`src/hw/rtl/tridiagonal_system_solver_assert.svh`:
```
// ----------------------------------------------------------------------------
// Assertion macros for the tridiagonal solver
// Implication forms used by the solver's concurrent checks.
// ----------------------------------------------------------------------------
`ifndef TRIDIAGONAL_SYSTEM_SOLVER_ASSERT_SVH
`define TRIDIAGONAL_SYSTEM_SOLVER_ASSERT_SVH

// same-cycle implication
`define TDS_ASSERT_IMPL(label, clk, rst_n, ante, cons, msg) \
	label: assert property (@(posedge clk) disable iff (!rst_n) (ante) |-> (cons)) \
		else $error(msg);

// next-cycle implication
`define TDS_ASSERT_NEXT(label, clk, rst_n, ante, cons, msg) \
	label: assert property (@(posedge clk) disable iff (!rst_n) (ante) |=> (cons)) \
		else $error(msg);

`endif

```
`src/hw/rtl/tds_pkg.sv`:
```
// ----------------------------------------------------------------------------
// tds_pkg
// Shared constants, codes and types of the tridiagonal solver.
// ----------------------------------------------------------------------------
`timescale 1ns / 1ps

package tds_pkg;

	localparam int MAX_ROWS  = 64;
	localparam int ROW_AW    = $clog2(MAX_ROWS);
	localparam int CNT_W     = ROW_AW + 1;
	localparam int Q_W       = 32;
	localparam int FRAC_W    = 16;
	localparam int DIV_STEPS = Q_W + FRAC_W;
	localparam int DIV_CW    = $clog2(DIV_STEPS);

	localparam logic signed [Q_W-1:0] Q_MAX = {1'b0, {(Q_W-1){1'b1}}};
	localparam logic signed [Q_W-1:0] Q_MIN = {1'b1, {(Q_W-1){1'b0}}};

	localparam logic [1:0] STATUS_OK         = 2'd0;
	localparam logic [1:0] STATUS_ZERO_PIVOT = 2'd1;
	localparam logic [1:0] STATUS_SAT        = 2'd2;

	typedef enum logic [1:0] {
		ALU_SUB,
		ALU_MUL,
		ALU_DIV
	} alu_op_t;

	typedef enum logic [1:0] {
		A_IDLE,
		A_MUL,
		A_DIV,
		A_FIN
	} alu_state_t;

	typedef enum logic [3:0] {
		S_IDLE,
		S_FDIV,
		S_FMULU,
		S_FSUBP,
		S_FMULR,
		S_FSUBR,
		S_FWR,
		S_BRD,
		S_BMUL,
		S_BSUB,
		S_BDIV,
		S_ORD,
		S_OUT
	} seq_state_t;

	typedef struct packed {
		logic                    start;
		alu_op_t                 op;
		logic signed [Q_W-1:0]   a;
		logic signed [Q_W-1:0]   b;
	} alu_req_t;

	typedef struct packed {
		logic                    done;
		logic                    sat;
		logic                    zdiv;
		logic signed [Q_W-1:0]   result;
	} alu_rsp_t;

	typedef struct packed {
		logic signed [Q_W-1:0]   pivot;
		logic signed [Q_W-1:0]   upper;
		logic signed [Q_W-1:0]   rrhs;
	} row_data_t;

	typedef struct packed {
		logic                    row_en;
		logic                    sol_en;
		logic [ROW_AW-1:0]       addr;
		row_data_t               data;
	} store_wr_t;

endpackage

```
`src/hw/rtl/tds_alu.sv`:
```
// ----------------------------------------------------------------------------
// tds_alu
// Shared Q16.16 unit: saturating subtract, multiply and restoring divide.
// ----------------------------------------------------------------------------
`timescale 1ns / 1ps

module tds_alu (
	input  logic            clk,
	input  logic            arst_n,
	input  tds_pkg::alu_req_t req,
	output tds_pkg::alu_rsp_t rsp
);
	import tds_pkg::*;

	alu_state_t state_q, state_d;

	logic signed [2*Q_W-1:0] prod_s1;
	logic [DIV_STEPS-1:0]    num_q;
	logic [DIV_STEPS-1:0]    quo_q;
	logic [Q_W-1:0]          den_q;
	logic [Q_W-1:0]          rem_q;
	logic                    neg_q;
	logic [DIV_CW-1:0]       cnt_q;

	logic                    done_q;
	logic                    sat_q;
	logic                    zdiv_q;
	logic signed [Q_W-1:0]   res_q;

	logic                    fin;
	logic                    sat_d;
	logic                    zdiv_d;
	logic signed [Q_W-1:0]   res_d;

	logic                    b_zero;
	logic [Q_W:0]            a_ext, b_ext;
	logic [Q_W-1:0]          a_mag, b_mag;

	logic [Q_W:0]            sub_w;
	logic                    sub_ovf;
	logic signed [Q_W-1:0]   sub_res;

	logic signed [2*Q_W-1:0] mul_adj;
	logic [DIV_STEPS-1:0]    mul_q;
	logic                    mul_ovf;
	logic signed [Q_W-1:0]   mul_res;

	logic [Q_W:0]            rem_sh;
	logic [Q_W:0]            rem_diff;
	logic                    rem_ge;
	logic                    div_ovf;
	logic signed [Q_W-1:0]   div_res;

	assign b_zero = (req.b == '0);
	assign a_ext  = {req.a[Q_W-1], req.a};
	assign b_ext  = {req.b[Q_W-1], req.b};
	assign a_mag  = req.a[Q_W-1] ? Q_W'((Q_W+1)'(0) - a_ext) : Q_W'(a_ext);
	assign b_mag  = req.b[Q_W-1] ? Q_W'((Q_W+1)'(0) - b_ext) : Q_W'(b_ext);

	assign sub_w   = a_ext - b_ext;
	assign sub_ovf = sub_w[Q_W] ^ sub_w[Q_W-1];
	assign sub_res = sub_ovf ? (sub_w[Q_W] ? Q_MIN : Q_MAX) : $signed(sub_w[Q_W-1:0]);

	// truncate toward zero before dropping the fraction
	assign mul_adj = prod_s1 + (prod_s1[2*Q_W-1] ? (2*Q_W)'(65535) : (2*Q_W)'(0));
	assign mul_q   = mul_adj[2*Q_W-1:FRAC_W];
	assign mul_ovf = !((&mul_q[DIV_STEPS-1:Q_W-1]) || (~|mul_q[DIV_STEPS-1:Q_W-1]));
	assign mul_res = mul_ovf ? (mul_q[DIV_STEPS-1] ? Q_MIN : Q_MAX)
	                         : $signed(mul_q[Q_W-1:0]);

	assign rem_sh   = {rem_q, num_q[DIV_STEPS-1]};
	assign rem_diff = rem_sh - {1'b0, den_q};
	assign rem_ge   = (rem_sh >= {1'b0, den_q});

	assign div_ovf = neg_q ? ((|quo_q[DIV_STEPS-1:Q_W]) || (quo_q[Q_W-1] && (|quo_q[Q_W-2:0])))
	                       : (|quo_q[DIV_STEPS-1:Q_W-1]);
	assign div_res = div_ovf ? (neg_q ? Q_MIN : Q_MAX)
	                         : (neg_q ? $signed(Q_W'(0) - quo_q[Q_W-1:0])
	                                  : $signed(quo_q[Q_W-1:0]));

	always_comb begin
		state_d = state_q;
		unique case (state_q)
			A_IDLE: begin
				if (req.start) begin
					unique case (req.op)
						ALU_MUL: state_d = A_MUL;
						ALU_DIV: state_d = b_zero ? A_IDLE : A_DIV;
						default: state_d = A_IDLE;
					endcase
				end
			end
			A_MUL:   state_d = A_IDLE;
			A_DIV:   state_d = (cnt_q == DIV_CW'(DIV_STEPS - 1)) ? A_FIN : A_DIV;
			A_FIN:   state_d = A_IDLE;
			default: state_d = A_IDLE;
		endcase
	end

	always_comb begin
		fin    = 1'b0;
		sat_d  = 1'b0;
		zdiv_d = 1'b0;
		res_d  = '0;
		unique case (state_q)
			A_IDLE: begin
				if (req.start && req.op == ALU_SUB) begin
					fin   = 1'b1;
					sat_d = sub_ovf;
					res_d = sub_res;
				end else if (req.start && req.op == ALU_DIV && b_zero) begin
					fin    = 1'b1;
					zdiv_d = 1'b1;
				end
			end
			A_MUL: begin
				fin   = 1'b1;
				sat_d = mul_ovf;
				res_d = mul_res;
			end
			A_FIN: begin
				fin   = 1'b1;
				sat_d = div_ovf;
				res_d = div_res;
			end
			default: begin
				fin = 1'b0;
			end
		endcase
	end

	always_ff @(posedge clk or negedge arst_n) begin
		if (!arst_n) begin
			state_q <= A_IDLE;
			done_q  <= 1'b0;
		end else begin
			state_q <= state_d;
			done_q  <= fin;
		end
	end

	always_ff @(posedge clk) begin
		if (fin) begin
			res_q  <= res_d;
			sat_q  <= sat_d;
			zdiv_q <= zdiv_d;
		end
		if (state_q == A_IDLE && req.start) begin
			prod_s1 <= req.a * req.b;
			num_q   <= {a_mag, FRAC_W'(0)};
			den_q   <= b_mag;
			rem_q   <= '0;
			quo_q   <= '0;
			cnt_q   <= '0;
			neg_q   <= req.a[Q_W-1] ^ req.b[Q_W-1];
		end else if (state_q == A_DIV) begin
			rem_q <= rem_ge ? rem_diff[Q_W-1:0] : rem_sh[Q_W-1:0];
			num_q <= {num_q[DIV_STEPS-2:0], 1'b0};
			quo_q <= {quo_q[DIV_STEPS-2:0], rem_ge};
			cnt_q <= cnt_q + DIV_CW'(1);
		end
	end

	assign rsp.done   = done_q;
	assign rsp.sat    = sat_q;
	assign rsp.zdiv   = zdiv_q;
	assign rsp.result = res_q;

endmodule

```
`config.mk`:
```
export PLATFORM = sky130hd
export DESIGN_NAME = tds_alu
export DESIGN_NICKNAME = d
export VERILOG_FILES = /design/src/hw/rtl/tridiagonal_system_solver_assert.svh /design/src/hw/rtl/tds_pkg.sv /design/src/hw/rtl/tds_alu.sv
export SDC_FILE = /design/constraint.sdc
export NUM_CORES = 2
export LEC_CHECK = 0
export BUFFER_PORTS_ARGS = -buffer_cell sky130_fd_sc_hd__buf_2
export CORE_UTILIZATION = 50
export CTS_CLUSTER_SIZE = 20
export DETAILED_ROUTE_END_ITERATION = 12
export HOLD_SLACK_MARGIN = 0.1
export MAX_ROUTING_LAYER = met4
export PLACE_DENSITY = 0.73
export SYNTH_ARGS = -nofsm -noshare
export SYNTH_HDL_FRONTEND = slang
export SYNTH_SLANG_ARGS = --single-unit
```
`constraint.sdc`:
```
create_clock -name clk -period 12.7 [get_ports clk]
set_clock_uncertainty 0.15 [all_clocks]
set_input_delay 2.54 -clock clk [delete_from_list [all_inputs] [get_ports clk]]
set_output_delay 2.54 -clock clk [all_outputs]
set_load 0.03 [all_outputs]
```
== After elaboration in Yosys (flattened, before gate mapping) ==
Index checks and enable logic that the tools add are counted.
Word-level totals
  register bits: 252
  output and inout bits: 35
Cells by class
  add/sub/neg operators: 7
  $mul: 1
  order comparisons: 1
  equality and inequality tests: 7
  mux-type cells: 26
  bitwise operators: 3
  reduce and logical (&&, ||, !) cells: 20
Operators by type and width (number)
  $mux W32: 10
  $mux W48: 2
  $pmux W32 S3: 1
  $sub A1 B32 Y32 const A: 3
  $add A64 B17 Y64: 1
  $mul A32 B32 Y64: 1
  $reduce_or A17 Y1: 2
  $ge A33 B32 Y1: 1
  $sub A32 B32 Y33: 1
  $logic_not A32 Y1: 1
  $sub A32 B32 Y32: 1
  $mux W31: 1
  $reduce_or A31 Y1: 1
  $reduce_and A17 Y1: 1
  $mux W16: 1
  $reduce_or A16 Y1: 1
  $add A6 B1 Y6 const B: 1
  $eq A2 B2 Y1 const B: 3
  $eq A6 B6 Y1 const B: 1
  $pmux W2 S3: 1
  $logic_and A1 B1 Y1: 5
  $mux W1: 5
  $eq A2 B1 Y1 const B: 2
  $logic_not A2 Y1: 2
  other kinds (11): 16

== Depth between registers and ports, before layout ==
  depth after elaboration: 7
  gate-level depth with buffers: 30

== Least setup slack after synthesis ==
OpenSTA, ideal clock, no wires.
  path type: in2reg
  start: input req[63] in the netlist's numbering
  end: register prod_s1[55] (data pin)
  setup time: 0.180 ns
  arrival: 10.570 ns
  data required time: 12.370 ns
  path slack: 1.800 ns
  cell stages on the path: 26
  buffers on the path: 3
  cells stage by stage: clkbuf_1 clkbuf_1 buf_1 nand2_1 inv_1 fa_1 inv_1 fa_1 inv_1 fa_1 fa_1 inv_1 fa_1 inv_1 fa_1 fa_1 fa_1 ha_1 a21o_1 a21o_1 a21o_1 a21o_1 a21oi_1 a21oi_1 or4b_2 o311ai_1
On the way
  word-level cells in the longest chain between the ends: 1
RTL lines
  from (decl): line tds_alu.sv:10  | input tds_pkg::alu_req_t req,
  $mul A32 B32 Y64: line tds_alu.sv:149  | prod_s1 <= req.a * req.b;
  to (signal assigned): line tds_alu.sv:149
  to (decl): line tds_alu.sv:17  | logic signed [2*Q_W-1:0] prod_s1;
No other way between the ends.
A chain may end at the register's enable or synchronous reset.

== Worst setup path after layout ==
  start: input req[4] in the netlist's numbering
  end: register prod_s1[58] (data pin)
The elaborated chain is that of the path after synthesis.

==> results.py <==
metrics = {
    "outcome": {
        "outcome": "finished, final reports clean",
    },
    "critical_path": {
        "crit_path_max_fanout": 33,
        "endpoint_kind": "register",
        "critPathArrivalTime_ns": 11.27,
        "worstPathRequired_ns": 12.86,
        "worstSetupStartpointType": "input port",
        "path_class": "in -> reg",
    },
    "synthesis": {
        "ys_seq_area_share_pct": 12.79,
        "synth_edf_count": 163,
        "synth_area_leader_cell": "fa_1",
        "synth_top_area_share_pct": 41.49,
        "synth_most_common_cell": "inv_1",
        "synth-async-reset-ratio_pct": 1.190,
        "syn-num-nets": 7153,
        "ys.flop_type": "edfxtp_1",
        "syn_avg_cell_area_um2": 9.180,
        "synth_top_cells_by_count": "inv_1 (1095), fa_1 (1084), nand2_1 (738)",
        "syn_inst": 5698,
        "synth_seq_cells": 252,
        "synth_cell_types": 87,
        "synthTopCellsByArea": "fa_1 (41%), edfxtp_1 (9.4%), inv_1 (7.9%)",
        "synth_warnings": 0,
        "netlist_area_um2": 52310,
    },
    "clocking": {
        "cts.clk_slew.worst_paths_ns": 0.06,
        "clock_latency_ns": 0.57,
        "cts_tree": "done",
        "cts-root-buf": "clkbuf_16",
        "clock_path_buffers": 3,
        "htreeDepth": 1,
        "cts_buffers": 28,
        "cts_resized": 0,
        "hold_buffers": 0,
        "postCtsSetupRepairBufs": 0,
        "clock_sinks": 252,
    },
    "cells_and_area": {
        "drive_gt1_share_pct": 4.476,
        "instances_no_fill": 6994,
        "syn_to_final_growth_pct": 4.863,
        "final_util_pct": 52.92,
        "nNetsFinal": 7041,
    },
    "floorplan": {
        "die_h_um": 325.4,
        "ios": 104,
        "dieArea_um2": 105900,
        "die_w_um": 325.4,
        "core_area_um2": 103600,
        "initial_core_util_pct": 50.47,
        "core.rowCount": 118,
    },
    "grt": {
        "grtUsageMet2_pct": 48.60,
        "grt.met3_usage_pct": 4.305,
        "grt_pass1_wl_um": 239400,
        "grt_pass1_vias": 42010,
        "track_usage_pct": 30.13,
        "use_met1_pct": 39.43,
        "top_usage_layer": "met2",
        "grt-ovfl-total": 0,
        "grt_max_degree": 101,
        "antenna_found_initial": 6,
    },
    "placement": {
        "gp_congestion": 0.9978,
        "dp_hpwl_um": 119100,
        "dp.cells": 6936,
        "portBuffers": 103,
    },
    "sta": {
        "setup-violations-final": 0,
        "slew_viol_final": 0,
        "period_needed_ns": 11.12,
        "worstMarginPinSlew_ns": 1.217,
        "hold_viol_final": 0,
        "max_clock_freq_ghz": 0.08997,
        "max-slew-margin-rel_pct": 18.84,
        "period_share_pct": 87.52,
        "rsz0062_at_grt": "false",
        "tns_ns": 0,
    },
    "routing": {
        "drt_pass1_iterations": 8,
        "drt_iter0_markers": 3137,
        "ant_nets": 0,
        "drc_errors": 0,
        "drt-total-wl_um": 150900,
        "via_per_inst": 5.674,
        "vias": 39680,
        "wl_per_cell_um": 21.58,
    },
    "run": {
        "cap_violations": 0,
    },
    "min_path": {
        "hold_path.class": "reg -> reg",
    },
}
## cell type report
| cell class | count | area, µm² |
|---|---|---|
| clock inverters | 18 | 222.7 |
| clock buffers | 34 | 753.2 |
| flip-flops and latches | 252 | 6691 |
| inverters | 1098 | 4124 |
| multi-input cells | 4045 | 40370 |
| well taps | 1380 | 1727 |
| fillers | 9388 | 48800 |
| repair buffers | 161 | 950.9 |
| diodes | 6 | 15.01 |
## per-stage QoR
stage          cell area, µm²  hold slack (ns)  setup WS, ns
6_report                54850           0.3166         1.585
5_1_grt                 54840           0.3437         1.116
4_1_cts                 54830           0.3203         1.665
3_5_place_dp            53860           0.3113         1.102
3_3_place_gp            53860           0.2955         1.143
2_1_floorplan           52310           0.2862         1.800
## final timing paths
path / depth (start not counted) / slack, ns / start / endpoint
setup reg to reg: 12 / 7.08 / prod_s1[63]$_DFFE_PP_ / res_q[20]$_DFFE_PP_
min in group asynchronous: 1 / 1.60 / arst_n / state_q[0]$_DFFE_PN0P_
hold / removal: 2 / 0.32 / quo_q[47]$_SDFFE_PP0P_ / quo_q[47]$_SDFFE_PP0P_
setup / recovery: 26 / 1.58 / req[4] / prod_s1[58]$_DFFE_PP_
max in group asynchronous: 1 / 10.70 / arst_n / state_q[1]$_DFFE_PN0P_
hold reg to reg: 2 / 0.32 / quo_q[47]$_SDFFE_PP0P_ / quo_q[47]$_SDFFE_PP0P_
## registers in the layout (all words and copies together), names as in the netlist
signal and cells:
quo_q 48, state_q 2, prod_s1 64, done_q 1, neg_q 1, rem_q 32
zdiv_q 1, den_q 32, cnt_q 6, num_q 32, res_q 32, sat_q 1
## worst max-delay path: stages
cell	delay, ns
buf_2	0.66
inv_1	0.35
nor2_1	0.24
fa_1	0.45
inv_1	0.13
fa_1	0.47
inv_1	0.09
fa_1	0.40
buf_4	0.21
fa_1	0.94
inv_1	0.36
fa_1	0.56
inv_1	0.06
fa_1	0.55
fa_1	0.43
fa_1	0.47
ha_1	0.38
a21o_1	0.22
a21o_1	0.17
a21o_1	0.19
a21o_1	0.17
a21oi_1	0.23
o22a_1	0.19
a31oi_1	0.19
a2111oi_0	0.48
nor3_1	0.09
## cells by family after synthesis
group                      after synthesis  synth area share [%]
and+or+nand+nor                       1694                 15.74
xor gates and xnor gates               231                 3.868
buffers and inverters                 1401                 10.10
adders and majority gates             1386                 48.71
muxes                                   11                0.2153
AOI/OAI and AO/OA                      723                 8.571
DFF                                    252                 12.79
## routing by layer
layer	wire [µm]	vias up
met1	61480	20310
met4	5345	0
met2	71070	1728
met5	0	-
li1	-	17360
met3	13040	284
## cells in the final DEF, fill, tap and decap left out, types with 12 or more instances in the layout
master	count
nor3_1	48
o41ai_1	15
nor2_1	199
a21o_1	70
or4_1	13
xnor2_1	139
edfxtp_1	163
and3_1	25
o31ai_1	33
clkbuf_16	28
a211o_1	20
and2_1	432
nor4_1	18
o21ai_1	54
a211oi_1	19
buf_2	103
ha_1	302
o211ai_1	20
or2_2	12
inv_1	1094
nor2b_1	18
nand3_1	63
o21ai_0	193
dfxtp_1	86
or3_1	27
xor2_1	92
a31oi_1	26
nand2_1	737
fa_1	1084
buf_4	58
a21oi_1	176
nand4_1	40
nand2b_1	23
Power is left out: the tool's default activity adds up to more than one toggle a clock period on the data nets, which glitch-free logic cannot reach.
